===== src/sv/volume_trend_ema_oscillator_assert.svh =====
// ----------------------------------------------------------------------------
// Volume trend EMA oscillator assertion macros
// Clocked checks on clk, held off while rst_n is low. Defining ASSERT_OFF
// leaves every check out.
// ----------------------------------------------------------------------------
`ifndef VOLUME_TREND_EMA_OSCILLATOR_ASSERT_SVH
`define VOLUME_TREND_EMA_OSCILLATOR_ASSERT_SVH
`ifndef ASSERT_OFF
// condition holds at every clock edge out of reset
`define VTEO_ASSERT(label, expr, msg) \
    label: assert property (@(posedge clk) disable iff (!rst_n) (expr)) \
        else $error(msg);
// consequent holds in the cycle after the antecedent
`define VTEO_ASSERT_NEXT(label, ante, cons, msg) \
    label: assert property (@(posedge clk) disable iff (!rst_n) (ante) |=> (cons)) \
        else $error(msg);
`else
`define VTEO_ASSERT(label, expr, msg)
`define VTEO_ASSERT_NEXT(label, ante, cons, msg)
`endif
`endif


===== src/sv/vteo_pkg.sv =====
// ----------------------------------------------------------------------------
// Volume trend EMA oscillator package
// Widths, register indexes, EMA select codes and the controller to
// datapath command and status words.
// ----------------------------------------------------------------------------
package vteo_pkg;

    // fixed-point format
    localparam int FRAC_BITS   = 16;
    localparam int PRICE_W     = 32;
    localparam int VOL_W       = 32;
    localparam int SUM_W       = PRICE_W + 2;
    localparam int ACC_W       = 50;
    localparam int ALPHA_W     = 17;
    localparam int ALPHA_SHIFT = 16;

    // ema step widths
    localparam int DIFF_W = ACC_W + 1;
    localparam int HI_W   = DIFF_W - ALPHA_SHIFT;
    localparam int PH_W   = HI_W + ALPHA_W;
    localparam int PL_W   = ALPHA_SHIFT + ALPHA_W + 1;
    localparam int MAG_W  = VOL_W + FRAC_BITS;
    localparam int SV_W   = ((MAG_W > ACC_W) ? MAG_W : ACC_W) + 1;

    localparam logic [ALPHA_W-1:0] ALPHA_ONE  = ALPHA_W'(1) << ALPHA_SHIFT;
    localparam logic [PL_W-1:0]    ALPHA_HALF = PL_W'(1) << (ALPHA_SHIFT - 1);
    localparam logic [ACC_W-1:0]   ACC_MAX    = {1'b0, {(ACC_W-1){1'b1}}};
    localparam logic [ACC_W-1:0]   ACC_MIN    = {1'b1, {(ACC_W-1){1'b0}}};

    // configuration register map
    localparam int CFG_IDX_W = 2;
    localparam logic [CFG_IDX_W-1:0] REG_ALPHA_LONG   = 2'd0;
    localparam logic [CFG_IDX_W-1:0] REG_ALPHA_SHORT  = 2'd1;
    localparam logic [CFG_IDX_W-1:0] REG_ALPHA_SIGNAL = 2'd2;

    localparam logic [ALPHA_W-1:0] ALPHA_LONG_RST   = 17'd5041;
    localparam logic [ALPHA_W-1:0] ALPHA_SHORT_RST  = 17'd13107;
    localparam logic [ALPHA_W-1:0] ALPHA_SIGNAL_RST = 17'd10082;

    // which ema the shared step unit works on
    localparam logic [1:0] SEL_LONG   = 2'd0;
    localparam logic [1:0] SEL_SHORT  = 2'd1;
    localparam logic [1:0] SEL_SIGNAL = 2'd2;

    typedef struct packed {
        logic       load_in;  // capture the input word
        logic       chk;      // record typical price of this candle
        logic       seed;     // seed the emas from the signed volume
        logic       load_sv;  // hold the signed volume for the ema steps
        logic       diff;     // step unit: difference and magnitude
        logic       mul;      // step unit: partial products
        logic       upd;      // step unit: accumulator update
        logic       sat;      // register saturated long minus short
        logic       pub;      // load the output register
        logic [1:0] sel;      // ema under work
    } cmd_t;

    typedef struct packed {
        logic start;          // captured series_start flag
    } status_t;

endpackage


===== src/sv/vteo_ctrl.sv =====
// ----------------------------------------------------------------------------
// Volume trend EMA oscillator controller
// Sequences one candle: price check, then (not for a series' first candle)
// seeding or three ema steps on the shared step unit, then the output register.
// ----------------------------------------------------------------------------
`include "volume_trend_ema_oscillator_assert.svh"

module vteo_ctrl
    import vteo_pkg::*;
(
    input  logic    clk,
    input  logic    rst_n,
    input  logic    in_valid,
    output logic    in_ready,
    output logic    out_valid,
    input  logic    out_ready,
    input  status_t status,
    output cmd_t    cmd
);

    localparam logic [2:0] ST_IDLE = 3'd0;
    localparam logic [2:0] ST_CHK  = 3'd1;
    localparam logic [2:0] ST_DIFF = 3'd2;
    localparam logic [2:0] ST_MUL  = 3'd3;
    localparam logic [2:0] ST_UPD  = 3'd4;
    localparam logic [2:0] ST_SAT  = 3'd5;
    localparam logic [2:0] ST_PUB  = 3'd6;

    localparam logic [1:0] PH_NONE = 2'd0;
    localparam logic [1:0] PH_ONE  = 2'd1;
    localparam logic [1:0] PH_RUN  = 2'd2;

    logic [2:0] state_reg, state_next;
    logic [1:0] phase_reg, phase_next;
    logic [1:0] sel_reg, sel_next;
    logic       out_valid_reg, out_valid_next;
    logic       pub_ok;

    // output slot free or emptied this cycle
    assign pub_ok = !out_valid_reg || out_ready;

    // next state and commands
    always_comb
    begin
        state_next = state_reg;
        phase_next = phase_reg;
        sel_next   = sel_reg;
        cmd        = '0;
        cmd.sel    = sel_reg;
        in_ready   = 1'b0;
        case (state_reg)
            ST_IDLE:
            begin
                in_ready = 1'b1;
                if (in_valid)
                begin
                    cmd.load_in = 1'b1;
                    state_next  = ST_CHK;
                end
            end
            ST_CHK:
            begin
                cmd.chk = 1'b1;
                if (status.start || phase_reg == PH_NONE)
                begin
                    phase_next = PH_ONE;
                    state_next = ST_IDLE;
                end
                else if (phase_reg == PH_ONE)
                begin
                    cmd.seed   = 1'b1;
                    phase_next = PH_RUN;
                    state_next = ST_PUB;
                end
                else
                begin
                    cmd.load_sv = 1'b1;
                    phase_next  = PH_RUN;
                    sel_next    = SEL_LONG;
                    state_next  = ST_DIFF;
                end
            end
            ST_DIFF:
            begin
                cmd.diff   = 1'b1;
                state_next = ST_MUL;
            end
            ST_MUL:
            begin
                cmd.mul    = 1'b1;
                state_next = ST_UPD;
            end
            ST_UPD:
            begin
                cmd.upd = 1'b1;
                case (sel_reg)
                    SEL_LONG:
                    begin
                        sel_next   = SEL_SHORT;
                        state_next = ST_DIFF;
                    end
                    SEL_SHORT:  state_next = ST_SAT;
                    default:    state_next = ST_PUB;
                endcase
            end
            ST_SAT:
            begin
                cmd.sat    = 1'b1;
                sel_next   = SEL_SIGNAL;
                state_next = ST_DIFF;
            end
            ST_PUB:
            begin
                if (pub_ok)
                begin
                    cmd.pub    = 1'b1;
                    state_next = ST_IDLE;
                end
            end
            default:    state_next = ST_IDLE;
        endcase
    end

    // output word valid flag
    always_comb
    begin
        if (cmd.pub)
            out_valid_next = 1'b1;
        else if (out_ready)
            out_valid_next = 1'b0;
        else
            out_valid_next = out_valid_reg;
    end

    // control registers
    always_ff @(posedge clk or negedge rst_n)
    begin
        if (!rst_n)
        begin
            state_reg     <= ST_IDLE;
            phase_reg     <= PH_NONE;
            sel_reg       <= SEL_LONG;
            out_valid_reg <= 1'b0;
        end
        else
        begin
            state_reg     <= state_next;
            phase_reg     <= phase_next;
            sel_reg       <= sel_next;
            out_valid_reg <= out_valid_next;
        end
    end

    assign out_valid = out_valid_reg;

    // checks
    `VTEO_ASSERT_NEXT(a_accept_to_chk, in_valid && in_ready, state_reg == ST_CHK,
        "accepted word did not move to the price check")
    `VTEO_ASSERT_NEXT(a_signal_then_pub, state_reg == ST_UPD && sel_reg == SEL_SIGNAL,
        state_reg == ST_PUB, "signal ema update not followed by publish")
    `VTEO_ASSERT_NEXT(a_pub_waits, state_reg == ST_PUB && out_valid_reg && !out_ready,
        state_reg == ST_PUB && out_valid_reg, "pending output word overwritten")

endmodule


===== src/sv/vteo_dp.sv =====
// ----------------------------------------------------------------------------
// Volume trend EMA oscillator datapath
// Input capture, typical price compare, signed volume, the three ema
// accumulators, one shared ema step unit and the output register.
// ----------------------------------------------------------------------------
`include "volume_trend_ema_oscillator_assert.svh"

module vteo_dp
    import vteo_pkg::*;
(
    input  logic                 clk,
    input  logic                 rst_n,
    input  cmd_t                 cmd,
    output status_t              status,
    input  logic [PRICE_W-1:0]   price_lo,
    input  logic [PRICE_W-1:0]   price_hi,
    input  logic [PRICE_W-1:0]   price_cl,
    input  logic [VOL_W-1:0]     trade_volume,
    input  logic                 series_start,
    input  logic                 cfg_we,
    input  logic [CFG_IDX_W-1:0] cfg_index,
    input  logic [ALPHA_W-1:0]   cfg_data,
    output logic [ACC_W-1:0]     signal_line
);

    // captured input word
    logic [PRICE_W-1:0] lo_reg, hi_reg, cl_reg;
    logic [VOL_W-1:0]   vol_reg;
    logic               start_reg;

    // configuration
    logic [ALPHA_W-1:0] alpha_long_reg, alpha_short_reg, alpha_signal_reg;

    // series state
    logic [SUM_W-1:0]  prev_sum_reg;
    logic [ACC_W-1:0]  long_acc_reg, short_acc_reg, sig_acc_reg;
    logic [ACC_W-1:0]  sv_reg, satdiff_reg, signal_line_reg;

    // step unit registers
    logic              neg_reg;
    logic [DIFF_W-1:0] m_reg;
    logic [ALPHA_W-1:0] a_reg;
    logic [PH_W-1:0]   prod_hi_reg;
    logic [PL_W-1:0]   prod_lo_reg;

    // combinational
    logic [SUM_W-1:0]   sum_c;
    logic               up_c;
    logic [SV_W-1:0]    mag_c;
    logic [ACC_W-1:0]   sv_c;
    logic [DIFF_W-1:0]  ls_diff_c;
    logic [ACC_W-1:0]   satdiff_c;
    logic [ACC_W-1:0]   x_c, acc_c;
    logic [ALPHA_W-1:0] alpha_c, a_c;
    logic [DIFF_W-1:0]  d_c, m_c;
    logic [PH_W-1:0]    prod_hi_c;
    logic [PL_W-1:0]    prod_lo_c;
    logic [PH_W-1:0]    q_c, acc_ext_c, res_c;
    logic [ACC_W-1:0]   acc_new_c;

    assign status.start = start_reg;

    // typical price and trend
    assign sum_c = SUM_W'(lo_reg) + SUM_W'(hi_reg) + SUM_W'(cl_reg);
    assign up_c  = sum_c > prev_sum_reg;

    // signed scaled volume, saturated to the accumulator range
    assign mag_c = SV_W'(vol_reg) << FRAC_BITS;
    always_comb
    begin
        if (up_c)
            sv_c = (mag_c > SV_W'(ACC_MAX)) ? ACC_MAX : ACC_W'(mag_c);
        else
            sv_c = (mag_c > SV_W'(ACC_MAX) + SV_W'(1)) ? ACC_MIN : ACC_W'(-mag_c);
    end

    // saturated long minus short
    assign ls_diff_c = {long_acc_reg[ACC_W-1], long_acc_reg}
                     - {short_acc_reg[ACC_W-1], short_acc_reg};
    always_comb
    begin
        if (ls_diff_c[DIFF_W-1] != ls_diff_c[ACC_W-1])
            satdiff_c = ls_diff_c[DIFF_W-1] ? ACC_MIN : ACC_MAX;
        else
            satdiff_c = ls_diff_c[ACC_W-1:0];
    end

    // operand select for the step unit
    always_comb
    begin
        case (cmd.sel)
            SEL_LONG:
            begin
                x_c     = sv_reg;
                acc_c   = long_acc_reg;
                alpha_c = alpha_long_reg;
            end
            SEL_SHORT:
            begin
                x_c     = sv_reg;
                acc_c   = short_acc_reg;
                alpha_c = alpha_short_reg;
            end
            default:
            begin
                x_c     = satdiff_reg;
                acc_c   = sig_acc_reg;
                alpha_c = alpha_signal_reg;
            end
        endcase
    end

    // step 1: difference, magnitude, clamped factor
    assign d_c = {x_c[ACC_W-1], x_c} - {acc_c[ACC_W-1], acc_c};
    assign m_c = d_c[DIFF_W-1] ? -d_c : d_c;
    assign a_c = (alpha_c > ALPHA_ONE) ? ALPHA_ONE : alpha_c;

    // step 2: split product, low half rounded half up
    assign prod_hi_c = m_reg[DIFF_W-1:ALPHA_SHIFT] * a_reg;
    assign prod_lo_c = m_reg[ALPHA_SHIFT-1:0] * a_reg + ALPHA_HALF;

    // step 3: move accumulator toward the input
    assign q_c       = prod_hi_reg + PH_W'(prod_lo_reg >> ALPHA_SHIFT);
    assign acc_ext_c = {{(PH_W-ACC_W){acc_c[ACC_W-1]}}, acc_c};
    assign res_c     = neg_reg ? acc_ext_c - q_c : acc_ext_c + q_c;
    assign acc_new_c = res_c[ACC_W-1:0];

    // input word and step unit payload
    always_ff @(posedge clk)
    begin
        if (cmd.load_in)
        begin
            lo_reg    <= price_lo;
            hi_reg    <= price_hi;
            cl_reg    <= price_cl;
            vol_reg   <= trade_volume;
            start_reg <= series_start;
        end
        if (cmd.load_sv)
            sv_reg <= sv_c;
        if (cmd.sat)
            satdiff_reg <= satdiff_c;
        if (cmd.diff)
        begin
            neg_reg <= d_c[DIFF_W-1];
            m_reg   <= m_c;
            a_reg   <= a_c;
        end
        if (cmd.mul)
        begin
            prod_hi_reg <= prod_hi_c;
            prod_lo_reg <= prod_lo_c;
        end
        if (cmd.pub)
            signal_line_reg <= sig_acc_reg;
    end

    // configuration and series state
    always_ff @(posedge clk or negedge rst_n)
    begin
        if (!rst_n)
        begin
            alpha_long_reg   <= ALPHA_LONG_RST;
            alpha_short_reg  <= ALPHA_SHORT_RST;
            alpha_signal_reg <= ALPHA_SIGNAL_RST;
            prev_sum_reg     <= '0;
            long_acc_reg     <= '0;
            short_acc_reg    <= '0;
            sig_acc_reg      <= '0;
        end
        else
        begin
            if (cfg_we)
            begin
                case (cfg_index)
                    REG_ALPHA_LONG:   alpha_long_reg   <= cfg_data;
                    REG_ALPHA_SHORT:  alpha_short_reg  <= cfg_data;
                    REG_ALPHA_SIGNAL: alpha_signal_reg <= cfg_data;
                    default:          ;
                endcase
            end
            if (cmd.chk)
                prev_sum_reg <= sum_c;
            if (cmd.seed)
            begin
                long_acc_reg  <= sv_c;
                short_acc_reg <= sv_c;
                sig_acc_reg   <= '0;
            end
            if (cmd.upd)
            begin
                case (cmd.sel)
                    SEL_LONG:   long_acc_reg  <= acc_new_c;
                    SEL_SHORT:  short_acc_reg <= acc_new_c;
                    SEL_SIGNAL: sig_acc_reg   <= acc_new_c;
                    default:    ;
                endcase
            end
        end
    end

    assign signal_line = signal_line_reg;

    // checks
    `VTEO_ASSERT(a_step_bounded, !cmd.upd || q_c <= PH_W'(m_reg),
        "ema step larger than the distance to the input")
    `VTEO_ASSERT_NEXT(a_seed_signal_zero, cmd.seed, sig_acc_reg == '0,
        "signal ema not cleared by the seeding candle")
    `VTEO_ASSERT_NEXT(a_seed_equal, cmd.seed, long_acc_reg == short_acc_reg,
        "long and short ema differ after seeding")

endmodule


===== src/sv/volume_trend_ema_oscillator.sv =====
// ----------------------------------------------------------------------------
// Volume trend EMA oscillator
// Signed-volume long and short EMAs and a signal EMA of their difference,
// one candle per input word, one signal word per candle after the first.
// ----------------------------------------------------------------------------
// Per candle: the first of a series only records its price, no output; a
// seeding candle seeds the EMAs and loads the output. Running candles are
// taken one at a time, set by the single shared EMA step unit (difference,
// multiply, update per EMA, three EMAs in turn plus price check, difference
// saturation and output load). Output register frees the input.
// Reset: asynchronous, clears all EMAs, the previous price and the series
// phase, and loads the default factors for N = 25, 9 and 12.
module volume_trend_ema_oscillator
    import vteo_pkg::*;
(
    input  logic                    clk,
    input  logic                    rst_n,
    input  logic                    in_valid,
    output logic                    in_ready,
    input  logic [PRICE_W-1:0]      price_lo,
    input  logic [PRICE_W-1:0]      price_hi,
    input  logic [PRICE_W-1:0]      price_cl,
    input  logic [VOL_W-1:0]        trade_volume,
    input  logic                    series_start,
    output logic                    out_valid,
    input  logic                    out_ready,
    output logic signed [ACC_W-1:0] signal_line,
    input  logic                    cfg_valid,
    output logic                    cfg_ready,
    input  logic [CFG_IDX_W-1:0]    cfg_index,
    input  logic [ALPHA_W-1:0]      cfg_data
);

    cmd_t             cmd;
    status_t          status;
    logic [ACC_W-1:0] signal_word;

    // register writes are always accepted
    assign cfg_ready = 1'b1;

    vteo_ctrl u_ctrl
    (
        .clk       (clk),
        .rst_n     (rst_n),
        .in_valid  (in_valid),
        .in_ready  (in_ready),
        .out_valid (out_valid),
        .out_ready (out_ready),
        .status    (status),
        .cmd       (cmd)
    );

    vteo_dp u_dp
    (
        .clk          (clk),
        .rst_n        (rst_n),
        .cmd          (cmd),
        .status       (status),
        .price_lo     (price_lo),
        .price_hi     (price_hi),
        .price_cl     (price_cl),
        .trade_volume (trade_volume),
        .series_start (series_start),
        .cfg_we       (cfg_valid && cfg_ready),
        .cfg_index    (cfg_index),
        .cfg_data     (cfg_data),
        .signal_line  (signal_word)
    );

    assign signal_line = $signed(signal_word);

endmodule

===== config.mk =====
export PLATFORM = sky130hd
export DESIGN_NAME = volume_trend_ema_oscillator
export DESIGN_NICKNAME = d
export VERILOG_FILES = /design/src/sv/vteo_pkg.sv /design/src/sv/vteo_ctrl.sv /design/src/sv/vteo_dp.sv /design/src/sv/volume_trend_ema_oscillator.sv
export VERILOG_INCLUDE_DIRS = /design/src /design/src/sv
export SDC_FILE = /design/constraint.sdc
export NUM_CORES = 2
export LEC_CHECK = 0
export BUFFER_PORTS_ARGS = -buffer_cell sky130_fd_sc_hd__buf_4
export CAP_MARGIN = 10
export CORE_MARGIN = 2
export CORE_UTILIZATION = 45
export CTS_CLUSTER_SIZE = 25
export DETAILED_ROUTE_END_ITERATION = 10
export MAX_ROUTING_LAYER = met4
export PLACE_DENSITY = 0.72
export SETUP_SLACK_MARGIN = 0.1
export SYNTH_ARGS = -nofsm -noshare
export SYNTH_HDL_FRONTEND = slang
export SYNTH_HIERARCHICAL = 1
export SYNTH_SLANG_ARGS = --single-unit

===== constraint.sdc =====
create_clock -name clk -period 8.65 [get_ports clk]
set_input_delay 1.73 -clock clk [delete_from_list [all_inputs] [get_ports clk]]
set_output_delay 1.73 -clock clk [all_outputs]
set_load 0.05 [all_outputs]

; ---- After elaboration in Yosys (flattened, before gate mapping)
; Index checks and enable logic that the tools add are counted.
[totals]
reg_bits = 675
output_inout_bits = 53
wordCells = 118
[classes]
n_addsub = 10
n_mul = 2
order_cmp = 4
eq_ne = 17
mux = 45
reduce_logical = 15
[op_table]
columns = operator, count
row1 = 50-bit 2-to-1 mux, 16
row2 = 50-bit by 50-bit subtractor with 51-bit output, 2
row3 = 50-bit one-hot mux with 2 select lines, 1
row4 = 51-bit negator, 1
row5 = 50-bit by 18-bit adder with 50-bit output, 1
row6 = 50-bit adder, 1
row7 = 48-bit by 50-bit greater-than comparator with 1-bit output (second input constant), 1
row8 = 35-bit by 17-bit multiplier with 50-bit output, 1
row9 = 48-bit negator with 50-bit output, 1
row10 = 50-bit subtractor, 1
row11 = 48-bit by 49-bit greater-than comparator with 1-bit output (second input constant), 1
row12 = 49-bit 2-to-1 mux, 1
row13 = 33-bit by 16-bit adder with 34-bit output (second input constant), 1
row14 = 34-bit by 32-bit adder with 34-bit output, 1
row15 = 34-bit greater-than comparator, 1
row16 = 17-bit one-hot mux with 2 select lines, 1
row17 = 32-bit by 32-bit adder with 33-bit output, 1
row18 = 16-bit by 17-bit multiplier with 33-bit output, 1
row19 = 3-bit one-hot mux with 7 select lines, 1
row20 = 17-bit greater-than comparator (second input constant), 1
row21 = 3-bit 2-to-1 mux, 5
row22 = 1-bit 2-to-1 mux, 13
row23 = 2-bit 2-to-1 mux, 5
row24 = 3-bit == test (second input constant), 3
row25 = 18 further kinds, 31

; ---- Logic depth before layout (Yosys ltp)
[depth]
depth_word = 7
ltp_mapped = 28

; ---- Modules after synthesis
; The synthesis kept the hierarchy.
[by_module_without_submodules]
columns = module, n_inst, cells_each, area_per_inst_um2, seq_area_each_um2
row1 = vteo_dp, 1, 7115, 66754.0, 17919.7
row2 = vteo_ctrl, 1, 53, 495.5, 200.2
row3 = volume_trend_ema_oscillator, 1, 2, 11.3, 0.0

; ---- Worst setup path after synthesis
; OpenSTA, ideal clock, no wires.
[synth_path]
kind = register to register
from = reg u_dp.a_reg[2]
to = reg u_dp.prod_hi_reg[47] (data pin)
setup_time_ps = 264
t_arrival_ps = 6490
setup_slack_ps = 1897
stages_incl_launch_ff = 27
synth_period_minus_slack_ps = 6753
cell_sequence = edfxtp_1 clkbuf_1 clkbuf_1 nand2_1 fa_1 inv_1 fa_1 inv_1 fa_1 fa_1 fa_1 inv_1 fa_1 ha_1 clkbuf_1 a21o_1 a21o_1 a211o_1 a31oi_1 o21ai_0 nand4_1 a311oi_1 o2111a_1 nor3_1 or3_1 a31oi_1 xor2_1
[synth_via]
elab_chain_cells = 1
[synth_lines]
columns = element, line
row1 = "start, declared", vteo_dp.sv:42  ; logic [ALPHA_W-1:0] a_reg;
row2 = "start signal, assigned", vteo_dp.sv:147  ; a_reg <= a_c;
row3 = 35-bit by 17-bit multiplier with 50-bit output, vteo_dp.sv:119  ; assign prod_hi_c = m_reg[DIFF_W-1:ALPHA_SHIFT] * a_reg;
row4 = via u_dp.prod_hi_c[47], vteo_dp.sv:56  ; logic [PH_W-1:0] prod_hi_c;
row5 = "end signal, assigned", vteo_dp.sv:151  ; prod_hi_reg <= prod_hi_c;
row6 = "end, declared", vteo_dp.sv:43  ; logic [PH_W-1:0] prod_hi_reg;
; The timed path passes the listed nets, and every way through them passes these cells.
; A chain may end at the register's enable or synchronous reset.

; ---- Final worst setup path
[layout_path]
from = reg u_dp.a_reg[7]
to = reg u_dp.prod_hi_reg[48] (data pin)
; The elaborated chain is that of the path after synthesis.

==> results.ini <==
[status]
outcome = finished, final reports clean

[detailed_routing]
wl_met1_um = 75600
dr.pass1.iters = 6
drc = 0
avgRoutedWirePerCell_um = 18.9
wl_um = 174000
drt_iter0_drc = 3948
routed.top_layer = met4
vias = 51000
wl_met2_um = 82600
ant_nets = 0
wl_met3_um = 10900
via_per_inst = 5.56

[clocking]
cts_sinks = 643
clk_pin_slew_ps = 70
root_buffer = clkbuf_16
cts_htree_levels = 3
holdBufCountCts = 0
cts-resized-gates = 0
cts_tree = yes
insertion_delay_ps = 680
cts_post_setup_buffers_inserted = 0
numCtsBuffers = 71
cts_buffer_depth = 3

[sta]
fin_crit_sh_pct = 91.6
finalHoldViolations = 0
period_minus_slack_ps = 7920
setup_viol = 0
worst_slew_pin_slew_ps = 1180
slew_headroom_pct = 21.4
fmax_ghz = 0.126
fin_tns_setup_ps = 0
skew_ps = 48.2
slew_viol_final = 0
rsz0062_at_grt = no

[finish]
multi_input_area_um2 = 44100
seq_area_um2 = 18100
layout_commonest_cell = nand2_1
layout-drive-gt1-share_pct = 8.46
final_cell_mix = 1009 x nand2_1, 963 x inv_1, 738 x fa_1
synthToLayoutAreaGrowth_pct = 8.57
fin_cells = 9168
largest_register_ffs = 51
nFillCells = 13400
nNetsFinal = 8540
antenna_cells = 0

[place]
dpl.cell_count = 9036
gp_congestion = 0.937
hpwl_um = 137000
numPortBuffers = 204

[critical_path]
crit_type = reg -> reg
path_max_fanout = 23
startpoint_type = flop
crit_required_ps = 9170
r2r_slack_ps = 730
reg2reg_depth = 23
endpoint_kind = flop
r2r_start = u_dp/a_reg[7]$_SDFFCE_PN0P_
rr_endpoint = u_dp/prod_hi_reg[48]$_DFFE_PP_
cp.arrival_ps = 8440

[worst_hold_path]
whs_path_depth = 0
min_to = u_dp/signal_line[48]$_DFFE_PP_
worstHoldStart = u_dp/sig_acc_reg[48]$_DFF_PN0_
hold_class = reg -> reg

[yosys]
synth-main-ff-cell = edfxtp_1
postSynth.asyncResetShare_pct = 37.8
avgSynthCellArea_um2 = 9.38
synth-edff-count = 400
mappedNetlistArea_um2 = 67300
synth.distinct_cells = 102
seq_area_frac_synth_pct = 26.9
ys_warn_count = 6
synthesis.nets = 8531
ys_ff_latch = 643
syn_inst = 7170

[floorplanning]
dieWidth_um = 391
io_pins = 206
die-area_um2 = 153000
fp-row-count = 141
dieHeight_um = 391
core_area_um2 = 148000
initial_core_util_pct = 45.4

[global_routing]
overflow = 0
grt_use_total_pct = 23.7
antenna_found_initial = 0
grt_pass1_vias = 52400
grt_max_degree = 147
grt_pass1_wl_um = 281000

[job]
drv_cap = 0

## cell families after synthesis
family | after synthesis | share of synthesized area (%)
adder cells (fa/ha/maj) | 1214 | 30.8
other | 1 | 0.00558
buffers and inverters | 1327 | 7.50
AO/OA/AOI/OAI | 1256 | 11.8
XOR/XNOR | 368 | 4.81
flip-flops | 643 | 26.9
AND/OR/NAND/NOR | 2193 | 15.5
multiplexers | 168 | 2.68
## layer usage
metal | track usage (%) | up-vias
met5 | - | -
met4 | 6.63 | 0
met3 | 2.91 | 257
met2 | 38.3 | 1743
met1 | 31.4 | 25200
li1 | - | 23700
## worst max-delay path by stage
stage | from | to | slack (ps) | cells after the start
global route | u_dp/a_reg[7]$_SDFFCE_PN0P_ | u_dp/prod_lo_reg[31]$_DFFE_PP_ | 290 | 24
detailed placement | u_dp/a_reg[11]$_SDFFCE_PN0P_ | u_dp/prod_hi_reg[48]$_DFFE_PP_ | 870 | 22
CTS | u_dp/a_reg[7]$_SDFFCE_PN0P_ | u_dp/prod_hi_reg[48]$_DFFE_PP_ | 780 | 23
finish | u_dp/a_reg[7]$_SDFFCE_PN0P_ | u_dp/prod_hi_reg[48]$_DFFE_PP_ | 730 | 23
global placement | u_dp/a_reg[4]$_SDFFCE_PN0P_ | u_dp/prod_hi_reg[48]$_DFFE_PP_ | 810 | 23
floorplan | u_dp/a_reg[2]$_SDFFCE_PN0P_ | u_dp/prod_hi_reg[47]$_DFFE_PP_ | 1900 | 26
## synth_stat cells, drive strengths merged (74+ instances only)
master / instances / area (um^2)
dfrtp: 221 / 5530
nor3: 88 / 450
mux2i: 74 / 741
nor2: 285 / 1070
edfxtp: 400 / 12000
and2: 279 / 1750
nand2: 1009 / 3790
a21o: 173 / 1300
o21ai: 397 / 1990
fa: 738 / 14800
a21oi: 302 / 1530
clkbuf: 322 / 1210
nand3: 173 / 866
xor2: 135 / 1180
inv: 964 / 3620
mux2: 94 / 1060
xnor2: 232 / 2030
ha: 470 / 5880
## final cells by class
class / instances / area share (%)
inverters: 964 / 4.95
flip-flops and latches: 643 / 24.8
clock buffers: 85 / 2.70
clock inverters: 47 / 0.651
well taps: 1930 / 3.31
repair buffers: 299 / 3.14
multi-input cells: 5200 / 60.4
## critical path, stage by stage, from the launching register on
cell      delay [ps]
edfxtp_1         940
buf_4            400
nand2_1          120
fa_1             500
inv_1             50
fa_1             500
inv_1             60
fa_1             490
fa_1             520
fa_1             500
inv_1             50
fa_1             440
ha_1             360
a21o_1           180
a21oi_1          190
o21ai_0          200
nor3b_1          360
a211oi_1         130
buf_4            190
o311ai_0         630
o311a_1          280
nor3_1            90
or4_1            500
nand3_1           80
## per-stage QoR
step	instance area [um^2]	util [%]	hold WS (ps)	worst slack, ps
floorplan	67300	-	439	1900
global placement	70600	47.7	470	814
detailed placement	70600	47.7	473	870
CTS	73000	49.3	488	778
global route	73000	49.3	512	289
finish	73000	49.3	491	728
Power is not shown: default switching activity piles up to over one toggle a cycle in this logic, so the estimate is an artifact.
